`config.mk`:
```
export PLATFORM = sky130hd
export DESIGN_NAME = button_gesture_decoder_top
export DESIGN_NICKNAME = d
export VERILOG_FILES = /design/src/hdl/bgd_pkg.sv /design/src/hdl/button_gesture_decoder_top.sv /design/src/hdl/bgd_click.sv /design/src/hdl/bgd_long.sv
export SDC_FILE = /design/constraint.sdc
export NUM_CORES = 1
export LEC_CHECK = 0
export BUFFER_PORTS_ARGS = -buffer_cell sky130_fd_sc_hd__buf_4
export CAP_MARGIN = 10
export CORE_UTILIZATION = 38
export DETAILED_ROUTE_END_ITERATION = 12
export GPL_TIMING_DRIVEN = 0
export PLACE_DENSITY_LB_ADDON = 0.3
export SETUP_SLACK_MARGIN = 0.05
export SYNTH_ARGS = -nofsm -noshare
export SYNTH_HDL_FRONTEND = slang
export SYNTH_SLANG_ARGS = --single-unit
```
`constraint.sdc`:
```
create_clock -name clk -period 4.8 [get_ports clk]
set_clock_uncertainty 0.15 [all_clocks]
set_input_delay 1.44 -clock clk [delete_from_list [all_inputs] [get_ports clk]]
set_output_delay 1.44 -clock clk [all_outputs]
set_load 0.005 [all_outputs]
```
`src/hdl/bgd_pkg.sv`:
```
`timescale 1ns / 1ps

package bgd_pkg;

  // Field widths fixed by the stream and register layout.
  localparam int CLICK_WINDOW_W = 8;
  localparam int LONG_LIMIT_W   = 16;
  localparam int CFG_DATA_W     = 16;
  localparam int CFG_INDEX_W    = 1;
  localparam int KIND_W         = 2;

  // Click classification codes.
  localparam logic [KIND_W-1:0] KIND_NONE   = 2'd0;
  localparam logic [KIND_W-1:0] KIND_SINGLE = 2'd1;
  localparam logic [KIND_W-1:0] KIND_DOUBLE = 2'd2;

  // Configuration register indexes.
  localparam logic [CFG_INDEX_W-1:0] REG_CLICK_WINDOW = 1'd0;
  localparam logic [CFG_INDEX_W-1:0] REG_LONG_LIMIT   = 1'd1;

  // Register reset values.
  localparam logic [CLICK_WINDOW_W-1:0] CLICK_WINDOW_RST = 8'd50;
  localparam logic [LONG_LIMIT_W-1:0]   LONG_LIMIT_RST   = 16'd200;

  // One scan tick handed to the detectors.
  typedef struct packed {
    logic step;       // tick accepted this cycle
    logic key_level;  // pin level, 0 pressed
  } tick_t;

endpackage

```
`src/hdl/button_gesture_decoder_top.sv`:
```
`timescale 1ns / 1ps
// A result word appears in the cycle after its input word is accepted.
// Throughput: one word per clock while downstream takes each result; the result
// register is reloaded in the same cycle that downstream takes the previous word.
// Reset (rst, synchronous): all detector state, both flags and the output
// valid clear; click_window returns to 50 and the long press limit to 200.
module button_gesture_decoder_top
  import bgd_pkg::*;
#(
  parameter int COUNT_WIDTH = 16
) (
  input  logic                   clk,
  input  logic                   rst,
  input  logic                   s_axis_tvalid,
  output logic                   s_axis_tready,
  input  logic [7:0]             s_axis_tdata,   // [0] key_level
  output logic                   m_axis_tvalid,
  input  logic                   m_axis_tready,
  output logic [7:0]             m_axis_tdata,   // [1:0] click_kind, [2] long press seen,
                                                 // [3] stop_flag, [4] show_flag
  input  logic                   cfg_we,
  input  logic [CFG_INDEX_W-1:0] cfg_index,
  input  logic [CFG_DATA_W-1:0]  cfg_data
);

  logic [CLICK_WINDOW_W-1:0] click_window;
  logic [LONG_LIMIT_W-1:0]   long_limit;
  tick_t                     tick;
  logic                      accept;
  logic [KIND_W-1:0]         kind;
  logic                      long_hit;
  logic                      out_valid;
  logic [KIND_W-1:0]         out_kind;
  logic                      out_long;
  logic                      stop_state;
  logic                      show_state;

  // Configuration registers.
  always_ff @(posedge clk) begin
    if (rst) begin
      click_window <= CLICK_WINDOW_RST;
      long_limit   <= LONG_LIMIT_RST;
    end else if (cfg_we) begin
      unique case (cfg_index)
        REG_CLICK_WINDOW: click_window <= cfg_data[CLICK_WINDOW_W-1:0];
        REG_LONG_LIMIT:   long_limit   <= cfg_data[LONG_LIMIT_W-1:0];
        default: ;
      endcase
    end
  end

  // Take a word whenever the result register is empty or being drained.
  assign s_axis_tready  = !out_valid || m_axis_tready;
  assign accept         = s_axis_tvalid && s_axis_tready;
  assign tick.step      = accept;
  assign tick.key_level = s_axis_tdata[0];

  bgd_click #(.COUNT_WIDTH(COUNT_WIDTH)) u_click (
    .clk          (clk),
    .rst          (rst),
    .tick         (tick),
    .click_window (click_window),
    .kind         (kind)
  );

  bgd_long #(.COUNT_WIDTH(COUNT_WIDTH)) u_long (
    .clk        (clk),
    .rst        (rst),
    .tick       (tick),
    .long_limit (long_limit),
    .long_hit   (long_hit)
  );

  // Result register and the two flags.
  always_ff @(posedge clk) begin
    if (rst) begin
      out_valid  <= 1'b0;
      stop_state <= 1'b0;
      show_state <= 1'b0;
    end else begin
      if (accept) begin
        out_valid  <= 1'b1;
        stop_state <= stop_state ^ (kind == KIND_SINGLE);
        show_state <= show_state ^ long_hit;
      end else if (m_axis_tready) begin
        out_valid  <= 1'b0;
      end
    end
  end

  always_ff @(posedge clk) begin
    if (accept) begin
      out_kind <= kind;
      out_long <= long_hit;
    end
  end

  assign m_axis_tvalid = out_valid;
  assign m_axis_tdata  = {3'b000, show_state, stop_state, out_long, out_kind};

  // Every accepted word yields a result in the next cycle.
  a_result_follows: assert property (@(posedge clk) disable iff (rst)
    accept |=> m_axis_tvalid)
    else $error("accepted word produced no result");

  // A stalled result blocks the input side.
  a_stall_blocks: assert property (@(posedge clk) disable iff (rst)
    m_axis_tvalid && !m_axis_tready |-> !s_axis_tready)
    else $error("input accepted over a stalled result");

  // The stop flag moves exactly on a single click.
  a_stop_toggle: assert property (@(posedge clk) disable iff (rst)
    accept |=> ((stop_state != $past(stop_state)) == ($past(kind) == KIND_SINGLE)))
    else $error("stop flag out of step with single click");

  // The show flag moves exactly on a long press report.
  a_show_toggle: assert property (@(posedge clk) disable iff (rst)
    accept |=> ((show_state != $past(show_state)) == $past(long_hit)))
    else $error("show flag out of step with long press");

  // Flags hold when no word is accepted.
  a_flags_hold: assert property (@(posedge clk) disable iff (rst)
    !accept |=> $stable(stop_state) && $stable(show_state))
    else $error("flag changed without an accepted word");

endmodule

```
`src/hdl/bgd_click.sv`:
```
`timescale 1ns / 1ps

module bgd_click
  import bgd_pkg::*;
#(
  parameter int COUNT_WIDTH = 16
) (
  input  logic                      clk,
  input  logic                      rst,
  input  tick_t                     tick,
  input  logic [CLICK_WINDOW_W-1:0] click_window,
  output logic [KIND_W-1:0]         kind
);

  logic                   press_seen;
  logic                   press_counted;
  logic [1:0]             press_tally;
  logic [COUNT_WIDTH-1:0] window_count;
  logic [COUNT_WIDTH-1:0] hold_count;

  logic                   press_seen_next;
  logic                   press_counted_next;
  logic [1:0]             press_tally_next;
  logic [COUNT_WIDTH-1:0] window_count_next;
  logic [COUNT_WIDTH-1:0] hold_count_next;

  logic                   seen_a;
  logic                   counted_a;
  logic [1:0]             tally_a;
  logic                   double_hit;
  logic [COUNT_WIDTH-1:0] window_inc;
  logic [COUNT_WIDTH-1:0] window_limit;

  assign window_limit = COUNT_WIDTH'(click_window);
  assign window_inc   = (window_count == '1) ? window_count : window_count + 1'b1;

  // Classify the tick and work out the next counter state.
  always_comb begin
    hold_count_next = tick.key_level ? '0 :
                      ((hold_count == '1) ? hold_count : hold_count + 1'b1);
    seen_a     = press_seen | ~tick.key_level;
    tally_a    = press_tally;
    counted_a  = press_counted;
    double_hit = 1'b0;

    // Count a new press once, then check for the second press.
    if (!press_counted) begin
      if (seen_a) begin
        tally_a   = (press_tally == 2'd3) ? press_tally : press_tally + 2'd1;
        counted_a = 1'b1;
      end
      double_hit = (tally_a == 2'd2);
    end

    press_seen_next    = seen_a;
    press_counted_next = counted_a;
    press_tally_next   = tally_a;
    window_count_next  = window_count;
    kind               = KIND_NONE;

    if (double_hit) begin
      press_tally_next  = 2'd0;
      window_count_next = '0;
      kind              = KIND_DOUBLE;
    end else begin
      // A release rearms the press edge.
      if (tick.key_level) begin
        press_seen_next    = 1'b0;
        press_counted_next = 1'b0;
      end
      // One press pending: run the window and decide on a single click.
      if (tally_a == 2'd1) begin
        if (window_inc > window_limit && hold_count_next < window_limit) begin
          press_tally_next  = 2'd0;
          window_count_next = '0;
          kind              = KIND_SINGLE;
        end else if (hold_count_next > window_limit) begin
          press_tally_next  = 2'd0;
          window_count_next = '0;
        end else begin
          window_count_next = window_inc;
        end
      end
    end
  end

  // State update on each accepted tick.
  always_ff @(posedge clk) begin
    if (rst) begin
      press_seen    <= 1'b0;
      press_counted <= 1'b0;
      press_tally   <= 2'd0;
      window_count  <= '0;
      hold_count    <= '0;
    end else if (tick.step) begin
      press_seen    <= press_seen_next;
      press_counted <= press_counted_next;
      press_tally   <= press_tally_next;
      window_count  <= window_count_next;
      hold_count    <= hold_count_next;
    end
  end

endmodule

```
`src/hdl/bgd_long.sv`:
```
`timescale 1ns / 1ps

module bgd_long
  import bgd_pkg::*;
#(
  parameter int COUNT_WIDTH = 16
) (
  input  logic                    clk,
  input  logic                    rst,
  input  tick_t                   tick,
  input  logic [LONG_LIMIT_W-1:0] long_limit,
  output logic                    long_hit
);

  localparam int CMP_W = (COUNT_WIDTH > LONG_LIMIT_W) ? COUNT_WIDTH : LONG_LIMIT_W;

  logic                   long_latch;
  logic [COUNT_WIDTH-1:0] long_count;
  logic [COUNT_WIDTH-1:0] long_count_a;
  logic [CMP_W-1:0]       count_ext;
  logic [CMP_W-1:0]       limit_ext;

  // Held ticks count up while not paused by the latch.
  assign long_count_a = (!long_latch && !tick.key_level) ?
                        ((long_count == '1) ? long_count : long_count + 1'b1) : '0;
  assign count_ext    = CMP_W'(long_count_a);
  assign limit_ext    = CMP_W'(long_limit);
  assign long_hit     = (count_ext > limit_ext);

  // A report restarts the count and pauses it for one tick.
  always_ff @(posedge clk) begin
    if (rst) begin
      long_latch <= 1'b0;
      long_count <= '0;
    end else if (tick.step) begin
      long_latch <= long_hit;
      long_count <= long_hit ? '0 : long_count_a;
    end
  end

endmodule

```
==> results of run 1 <==
-- kinds of logic after synthesis --
logic type | after synthesis | synth area share
AND/OR/NAND/NOR | 279 | 0.266
AO/OA/AOI/OAI | 151 | 0.190
flip-flops | 83 | 0.325
buffers and inverters | 82 | 0.0655
adder cells (fa/ha/maj) | 35 | 0.0840
XOR/XNOR | 27 | 0.0454
multiplexers | 11 | 0.0238
other | 1 | 0.000720
-- per-layer routing --
layer  up-vias  routed length [um]  GRT usage
met1      2275                6580      0.284
met3        21                 637     0.0249
met4         0                 263     0.0767
met2       139                5920      0.306
met5         -                   0          0
li1       2449                   -          -
-- sequential cells by signal, indices dropped and copies added (netlist names) --
signal,cells
u_long.long_latch,1
m_axis_tvalid,1
stop_state,1
u_click.press_seen,1
u_click.press_counted,1
show_state,1
u_click.press_tally,2
long_limit,16
u_click.window_count,16
click_window,8
out_long,1
out_kind,2
u_click.hold_count,16
u_long.long_count,16
-- cells in the mapped netlist, types with 5 or more instances --
cell type	number
nand2_1	97
dfxtp_1	80
nor2_1	60
a21oi_1	53
inv_1	42
ha_1	35
clkbuf_1	26
nand4_1	26
o21ai_0	20
nor3_1	17
xor2_1	17
nand3_1	15
and3_1	11
a21o_1	10
a22oi_1	10
nand2b_1	10
xnor2_1	10
mux2i_1	9
a211oi_1	8
a31oi_1	8
nor4_1	8
buf_4	7
o211ai_1	7
a22o_1	6
and4_1	6
buf_2	6
nor3b_1	5
o21a_1	5
or3_1	5
-- stage by stage --
step / instance area [um^2] / TNS [ns] / std cells / hold slack (ns) / util
global placement: 5640 / -3.37 / 874 / 0.295 / 0.424
CTS: 5940 / 0 / 889 / 0.307 / 0.447
floorplan: 5220 / 0 / 671 / 0.286 / -
finish: 5950 / 0 / 889 / 0.304 / 0.448
detailed placement: 5640 / -3.79 / 874 / 0.298 / 0.424
global route: 5950 / 0 / 889 / 0.324 / 0.448
-- how the worst min path moves through the flow --
stage	slack, ns	end	depth (start not counted)	start
6_report	0.30	long_limit[13]	2	long_limit[13]
2_1_floorplan	0.29	click_window[2]	2	click_window[2]
3_5_place_dp	0.30	long_limit[13]	2	long_limit[13]
3_3_place_gp	0.30	long_limit[13]	2	long_limit[13]
4_1_cts	0.31	long_limit[13]	2	long_limit[13]
5_1_grt	0.32	long_limit[13]	2	long_limit[13]
-- area by class of cell --
cell class                 count  area [um^2]  area share
clock inverter                 5         41.3     0.00694
buffer                        40          184      0.0309
clock buffer                  10          250      0.0420
sequential                    83         1690       0.284
inverter                      42          158      0.0265
timing repair buffer          27          203      0.0341
multi-input combinational    506         3200       0.538
tap                          176          220      0.0370
-- cell usage in the layout, fill, tap and decap left out, types with 11 or more instances in the layout --
master	synthesis	final
a21oi_1	53	53
xor2_1	17	17
dfxtp_1	80	80
nor2_1	60	58
o21ai_0	20	20
nand4_1	26	26
clkbuf_1	26	26
ha_1	35	34
buf_4	7	34
nand3_1	15	15
and3_1	11	11
nand2_1	97	97
nor3_1	17	16
inv_1	42	42
-- repair_timing --
action	in CTS	in global routing
gates resized for setup	1	4
endpoints found under the setup margin	7	22
hold buffers	0	0
pin swaps	0	1
-- worst reg2reg max path, delay by kind of cell (launching register included) --
kind / cells / cell delay (ns)
compound gates: 6 / 1.16
xor+xnor: 1 / 0.15
fa+ha+maj: 2 / 0.58
buf+inv: 1 / 0.28
flops: 1 / 0.44
simple gates: 7 / 1.55
-- report_power, final --
part / total, mW / switching, mW / internal [mW]
Clock: 0.677 / 0.291 / 0.386
Combinational: 0.160 / 0.101 / 0.0590
Sequential: 0.721 / 0.0117 / 0.709
==> run summary, run 1 <==
Die area: 14200 um^2
DR pass1 iterations: 5
GR Util All Layers: 0.200
Critical-path top delay cell: clkbuf_1
Cell family with most CP delay: compound AO/OA/AOI/OAI gates
FILL cells: 1305
PnR Total Power: 1.56 mW
Core area: 13300 um^2
Hold Vio Cnt, Final: 0
ANT nets after route: 0
Pwr per Cell Area: 262 nW/um^2
Worst-path cell chain: clkbuf_1 > or2_2 > clkbuf_1 > clkbuf_1 > nor2_1 > ha_1 > a21oi_1 > o221ai_1 > a221oi_1 > o221a_2 > a31oi_2 > nor2_2 > a32oi_1 > nor2_1
Largest area contributor in the netlist: dfxtp_1
Crit start category: primary input
Setup Buffers After CTS: 0
CP Capture Point: u_long.long_count[0]
Cells after Synth: 669
Number of antenna violations at the first check in global routing: 0
Fmax: 219 MHz
R2R setup slack: 0.42 ns
CP Data Required Time: 4.93 ns
Final WL: 13400 um
Syn avg cell area: 7.79 um^2
Fraction of layout cells with a size suffix above 1: 0.104
Rows: 42
WP depth: 14
Critical Path Start: s_axis_tdata[0]
Synth area leaders: dfxtp_1 (31%), ha_1 (8.4%), nand2_1 (7.0%)
Min-delay worst type: reg -> reg
Vias in the first global route: 4598
EDFF count, synth: 3
Gr ovfl total: 0
Lkg Pwr: 2.36 nW
Cts bufs inserted: 9
Max Transition Viols Final: 0
Tcrit/Tclk final: 0.950
Post-synth ARST share: 0
DRC: 0
Relative max-transition margin: 0.517
Vias per cell: 5.49
H-tree depth: 3
Clock latency on the worst-skew pair: 0.34 ns
CP arrival: 4.69 ns
Ys flop type: dfxtp_1
Top cell type's share of synthesized area: 0.307
Die W: 119 um
Clock Sinks: 83
N_diodes: 0
Seq/Total Area, Yosys: 0.325
Largest net degree at the start of global routing: 16
Worst R2R Start: u_long.long_count[0]
Clock Pin Slew Worst Setup and Hold Paths: 0.07 ns
FF+latch count, synth: 83
Post-Synthesis Cell Area: 5210 um^2
Die height: 119 um
Measured slew at the worst slew-check pin: 0.718 ns
Initial core utilization: 0.392
First-pass GRT wire length: 22700 um
Max VDD drop: 0.135 mV
Root Buffer: clkbuf_16
CP Capture Type: register
Wire per inst: 15.1 um
Setup violators final: 0
Worst reg-to-reg path cell count: 17
Worst setup path category: in -> reg
Post-route minimum period: 4.56 ns
Initial DRC Count: 430
Crit-path max cell delay: 0.37 ns
TritonCTS clock tree: yes
Outcome: completed
Setup ws final: 0.241 ns
Place WS: -0.369 ns
Placed wire-length estimate: 10100 um
Area Overhead vs Synth: 14.2%
CP Max Fanout: 10
YS warnings: 0
Longest Clk Path Bufs: 2
Unique cell type count in the Yosys netlist: 60
Nets@finish: 774
Worst reg2reg endpoint: u_long.long_count[0]
Io pins: 40
RSZ-0062 raised after global routing: no
CP bufs+invs: 3
DR vias: 4884
Crit path top cell by count: clkbuf_1
Maxcap violations: 0
Port Buffers: 27
Placer Congestion: 0.885
(Power assumes the default switching activity.)
==> run 2: changes to the inputs <==
BUFFER_PORTS_ARGS = -buffer_cell sky130_fd_sc_hd__buf_2   (was -buffer_cell sky130_fd_sc_hd__buf_4)
==> run 2 against run 1 <==
  * Wire length fell by 0.16%
  * Count of clock-buffer cells in the layout rose by 1
  * Total power rose by 3.3%
  * Via count fell by 0.29%
  * Worst hold slack improved by 0.0024 ns
  * Critical endpoint is now u_click.window_count[10]
  * Largest power group is now the clock network
  * Highest routed layer unchanged
==> run summary, run 2 (synthesis results as in run 1) <==
Outcome: completed
Clock latency on the worst-skew pair: 0.34 ns (about the same)
Placer Congestion: 0.895 (+1.1%)
Post-route minimum period: 4.44 ns (-0.117 ns)
Top layer in use: met4
Die height: 119 um (unchanged)
ANT nets after route: 0 (unchanged)
Fin util: 0.444 (-0.00377)
FILL cells: 1311 (+0.46%)
Sw Share: 0.244 (-0.0159)
Clk pwr share: 0.456 (+0.022)
R2R setup slack: 0.36 ns (-0.06 ns)
Cts bufs inserted: 9 (unchanged)
First-pass GRT wire length: 22400 um (-1.3%)
PnR Total Power: 1.61 mW (+3.3%)
Internal power: 1.22 mW (+5.5%)
Total negative setup slack: 0 ns (unchanged)
Vias per cell: 5.47 (-0.40%)
Seq pwr share: 0.448 (-0.015)
Initial core utilization: 0.392 (unchanged)
Port Buffers: 27 (unchanged)
Worst R2R Start: u_click.window_count[0]
Pwr per Cell Area: 273 nW/um^2 (+4.1%)
Clock Pin Slew Worst Setup and Hold Paths: 0.06 ns (about the same)
Hold Vio Cnt, Final: 0 (unchanged)
Relative max-transition margin: 0.507 (-0.00927)
Initial DRC Count: 298 (-31%)
Largest net degree at the start of global routing: 14 (-2)
Io pins: 40 (unchanged)
Area Overhead vs Synth: 13.3%
TritonCTS clock tree: yes
DRC: 0 (unchanged)
CP Data Required Time: 4.94 ns (about the same)
Vias in the first global route: 4536 (-1.3%)
Hold Crit Depth: 2 (unchanged)
Min-delay worst type: reg -> reg
Max VDD drop: 0.146 mV (+7.9%)
Most common cell after layout, fill and taps aside: nand2_1
CP arrival: 4.58 ns (-0.11 ns)
RSZ-0062 raised after global routing: yes
Setup violators final: 0 (unchanged)
Metal3 WL: 727 um (+14%)
Gr ovfl total: 0 (unchanged)
Switching power: 0.392 mW (-3.0%)
WHS Endpoint: long_limit[5]
Die W: 119 um (unchanged)
Fraction of layout cells with a size suffix above 1: 0.102 (-0.00155)
DR vias: 4870 (-0.29%)
N_diodes: 0 (unchanged)
Tcrit/Tclk final: 0.925 (-0.0243)
Lkg Pwr: 2.34 nW (-0.57%)
Crit start category: register
Hold Path Origin: long_limit[5]
Placed cells: 874 (unchanged)
Setup ws final: 0.358 ns (+0.117 ns)
Place WS: -0.360 ns (+0.00949 ns)
CP Capture Type: register
Routed wl met2: 5990 um (+1.3%)
Worst reg2reg endpoint: u_click.window_count[10]
Longest Clk Path Bufs: 2 (unchanged)
Layout Cells excl Fill: 890 (+0.11%)
Nets@finish: 774 (unchanged)
Final WL: 13400 um (-0.16%)
Core area: 13300 um^2 (unchanged)
Die area: 14200 um^2 (unchanged)
Clock Sinks: 83 (unchanged)
Number of antenna violations at the first check in global routing: 0 (unchanged)
GR Util All Layers: 0.197 (-0.00242)
H-tree depth: 3 (unchanged)
Worst setup path category: reg -> reg
Maxcap violations: 0 (unchanged)
CP Max Fanout: 10 (unchanged)
Placed wire-length estimate: 9910 um (-1.4%)
Worst reg-to-reg path cell count: 17 (unchanged)
Max Transition Viols Final: 0 (unchanged)
DR pass1 iterations: 5 (unchanged)
Measured slew at the worst slew-check pin: 0.732 ns (+0.0138 ns)
Wire per inst: 15.0 um (-0.27%)
Met1 WL: 6440 um (-2.0%)
Commonest non-fill, non-tap cells in the layout: nand2_1 (97), dfxtp_1 (80), nor2_1 (59)
Comb pwr share: 0.096 (-0.007)
Root Buffer: clkbuf_16
Rows: 42 (unchanged)
Post-CTS Hold Fix Bufs: 0 (unchanged)
Fmax: 225 MHz (+2.6%)
run 2: routing by layer:
layer	global-route usage	up-vias
met5	0	-
met4	0.0688	0
met3	0.0278	16
met2	0.306	158
met1	0.278	2238
li1	-	2458
run 2: layout make-up:
cell class / instances / area (um^2) / area share
Sequential cell: 83 / 1690 / 0.287
Clock inverter: 5 / 77.6 / 0.0131
Inverter: 42 / 158 / 0.0267
Multi-Input combinational cell: 506 / 3200 / 0.543
Timing Repair Buffer: 27 / 135 / 0.0229
Tap cell: 176 / 220 / 0.0373
Buffer: 40 / 185 / 0.0314
Clock buffer: 11 / 233 / 0.0394
run 2: worst max-delay path: stages, from the launching register on:
cell and delay, ns:
dfxtp_1 0.42, ha_2 0.31, inv_1 0.07, or3_1 0.45, or3_1 0.40, clkbuf_1 0.18
nand2_1 0.14, nor2_1 0.06, xor2_1 0.16, ha_1 0.29, nand4_1 0.10, o21ai_0 0.25
nand4b_1 0.19, nor4_4 0.43, mux2i_4 0.18, buf_4 0.21, o31ai_1 0.25, o21a_1 0.15
run 2: power by group through the flow:
stage / Clock [mW] / Combinational (mW) / Sequential (mW)
final: 0.734 / 0.154 / 0.721
after global routing: 0.787 / 0.174 / 0.723
after CTS: 0.752 / 0.153 / 0.721
after detailed placement: 0 / 0.151 / 0.736
after global placement: 0 / 0.147 / 0.735
after floorplan: 0 / 0.103 / 0.734
run 2: worst max path at each step:
stage                                       start                       end  slack (ns)  depth (start not counted)
final                     u_click.window_count[0]  u_click.window_count[10]        0.36                         17
after global routing         u_long.long_count[0]      u_long.long_count[0]        0.04                         17
after CTS                         s_axis_tdata[0]      u_long.long_count[0]        0.11                         14
after detailed placement          s_axis_tdata[0]      u_long.long_count[0]       -0.36                         14
after global placement            s_axis_tdata[0]      u_long.long_count[0]       -0.35                         14
after floorplan                   s_axis_tdata[0]      u_long.long_count[0]        0.61                         14
run 2: metrics by stage:
step	hold slack, ns	area, um^2
final	0.307	5900
after global routing	0.333	5900
after CTS	0.312	5890
after detailed placement	0.304	5570
after global placement	0.295	5570
after floorplan	0.286	5220
run 2: repair_timing:
item | in CTS | in global routing
endpoints found under the setup margin | 8 | 22
gates resized for setup | 1 | 5
pin swaps | 0 | 0
buffers inserted | 0 | 0
==> run 3: changes to the inputs <==
CORE_ASPECT_RATIO = 0.75   (was unset)
==> run 3 against run 2 <==
  * Final cell count fell by 0.56%
  * Critical endpoint is now u_long.long_count[8]
  * Sequential cell count did not move
  * Sequential power barely moved
  * Critical path depth fell by 4
  * Die area barely moved
  * Worst hold slack improved by 0.0032 ns
  * Register-to-register slack improved by 0.07 ns
  * Critical path type is now in -> reg
  * Clock power fell by 7.1%
  * Highest routed layer unchanged
  * Count of clock-buffer cells in the layout fell by 2
==> run summary, run 3 (synthesis results as in run 1) <==
Die height: 103 um (-13%)
Rows: 36 (-14%)
DRC: 0 (unchanged)
Fraction of layout cells with a size suffix above 1: 0.106 (+0.00420)
ANT nets after route: 0 (unchanged)
Most common cell after layout, fill and taps aside: nand2_1
Relative max-transition margin: 0.550 (+0.0427)
Crit start category: primary input
Crit path top cell by count: clkbuf_1
Hold Slack: 0.310 ns (+0.00324 ns)
Wire per inst: 15.7 um (+4.6%)
Initial core utilization: 0.395 (+0.00290)
Cts bufs inserted: 9 (unchanged)
Placed cells: 869 (-0.57%)
Min-delay worst type: reg -> reg
Max Transition Viols Final: 0 (unchanged)
Post-DP Area: 5570 um^2 (-0.11%)
TritonCTS clock tree: yes
Placed wire-length estimate: 10500 um (+5.7%)
Area Overhead vs Synth: 12.7%
Max VDD drop: 0.165 mV (+13%)
Setup Buffers After CTS: 0 (unchanged)
RSZ-0062 raised after global routing: no
Clock Sinks: 83 (unchanged)
Worst setup path category: in -> reg
Root Buffer: clkbuf_16
First-pass GRT wire length: 22300 um (-0.31%)
Worst-path cell chain: clkbuf_1 > or2_2 > clkbuf_1 > clkbuf_2 > nor2_1 > ha_1 > a21oi_1 > o221ai_1 > a221oi_1 > o221a_2 > a31oi_2 > nor3_1 > a32o_1
GR Util All Layers: 0.204 (+0.00669)
N_diodes: 0 (unchanged)
Setup violators final: 0 (unchanged)
FILL cells: 1324 (+0.99%)
Tcrit/Tclk final: 0.944 (+0.0188)
Layout Cells excl Fill: 885 (-0.56%)
CP Data Required Time: 4.94 ns (about the same)
CP arrival: 4.67 ns (+0.09 ns)
Setup ws final: 0.268 ns (-0.0900 ns)
Critical-path top delay cell: nor3_1
Nets@finish: 774 (unchanged)
Vias in the first global route: 4587 (+1.1%)
CP Capture Type: register
DR pass1 iterations: 5 (unchanged)
Measured slew at the worst slew-check pin: 0.675 ns (-0.0573 ns)
Longest Clk Path Bufs: 2 (unchanged)
Clock latency on the worst-skew pair: 0.35 ns (about the same)
Number of antenna violations at the first check in global routing: 0 (unchanged)
DR vias: 4999 (+2.6%)
Placer Congestion: 0.904 (+1.1%)
H-tree depth: 3 (unchanged)
Crit-path max cell delay: 0.49 ns (+0.04 ns)
Outcome: completed
Lkg Pwr: 2.33 nW (-0.46%)
Post-route cell area: 5880 um^2 (-0.45%)
Gr ovfl total: 0 (unchanged)
Commonest non-fill, non-tap cells in the layout: nand2_1 (97), dfxtp_1 (80), nor2_1 (59)
Die W: 137 um (+15%)
Port Buffers: 27 (unchanged)
Die area: 14200 um^2 (about the same)
Io pins: 40 (unchanged)
Maxcap violations: 0 (unchanged)
Hold Vio Cnt, Final: 0 (unchanged)
Place WS: -0.566 ns (-0.207 ns)
Clock Pin Slew Worst Setup and Hold Paths: 0.07 ns (about the same)
Fmax: 221 MHz (-2.0%)
CP Max Fanout: 10 (unchanged)
Pwr per Cell Area: 266 nW/um^2 (-2.6%)
Initial DRC Count: 301 (+1.0%)
Vias per cell: 5.65 (+3.2%)
Post-route minimum period: 4.53 ns (+0.0900 ns)
Final WL: 13900 um (+4.0%)
Core area: 13200 um^2 (-0.73%)
Largest net degree at the start of global routing: 17 (+3)
## run 3: cell count changes in the layout (fill, tap and decap cells not counted), sizes merged
| cell | previous run | this run |
|---|---|---|
| bufinv | 2 | 0 |
| clkbuf | 37 | 35 |
| inv | 42 | 46 |
## run 3: worst max-delay path, delay by kind of cell
kind            cells  cell delay, ns
simple gates        3            1.15
compound gates      6            1.14
buf+inv             3            0.63
fa+ha+maj           1            0.31
## run 3: repair_timing
action / in CTS / in global routing
hold endpoints to repair: 0 / 0
resized for setup: 2 / 5
hold buffers: 0 / 0
pin swaps: 0 / 1
endpoints found under the setup margin: 12 / 31
cloned: 0 / 0
## run 3: power by group
part / internal (mW) / switching, mW / total, mW / leakage [nW]
logic: 0.0530 / 0.104 / 0.157 / 1.51
registers: 0.709 / 0.0117 / 0.721 / 0.680
clock network: 0.360 / 0.322 / 0.682 / 0.139
## run 3: layout make-up
class / count / area [um^2] / share of cell area
multi-input cells: 506 / 3210 / 0.546
flip-flops and latches: 83 / 1690 / 0.288
clock buffers: 9 / 225 / 0.0383
well taps: 171 / 214 / 0.0364
plain buffers: 40 / 185 / 0.0315
inverters: 42 / 158 / 0.0268
repair buffers: 27 / 135 / 0.0230
clock inverters: 7 / 58.8 / 0.0100
## run 3: metal layers
| metal | up-vias | GRT usage | routed length, um |
|---|---|---|---|
| li1 | 2462 | - | - |
| met1 | 2351 | 0.286 | 7070 |
| met2 | 163 | 0.307 | 5760 |
| met3 | 23 | 0.0473 | 859 |
| met4 | 0 | 0.0702 | 219 |
| met5 | - | 0 | 0 |
## run 3: path summary, 6_finish.rpt
path | from | end | slack, ns | cells past startpoint
max | s_axis_tdata[0] | u_long.long_count[8] | 0.27 | 13
min | click_window[7] | click_window[7] | 0.31 | 2
max reg2reg | u_click.window_count[0] | u_click.window_count[10] | 0.43 | 17
min reg2reg | click_window[7] | click_window[7] | 0.31 | 2
## run 3: metrics by stage
stage	utilization	power, mW	TNS, ns
final	0.445	1.56	0
after global routing	0.445	1.62	0
after CTS	0.444	1.57	0
after detailed placement	0.422	0.891	-7.43
after global placement	0.422	0.884	-4.31
after floorplan	-	0.836	0
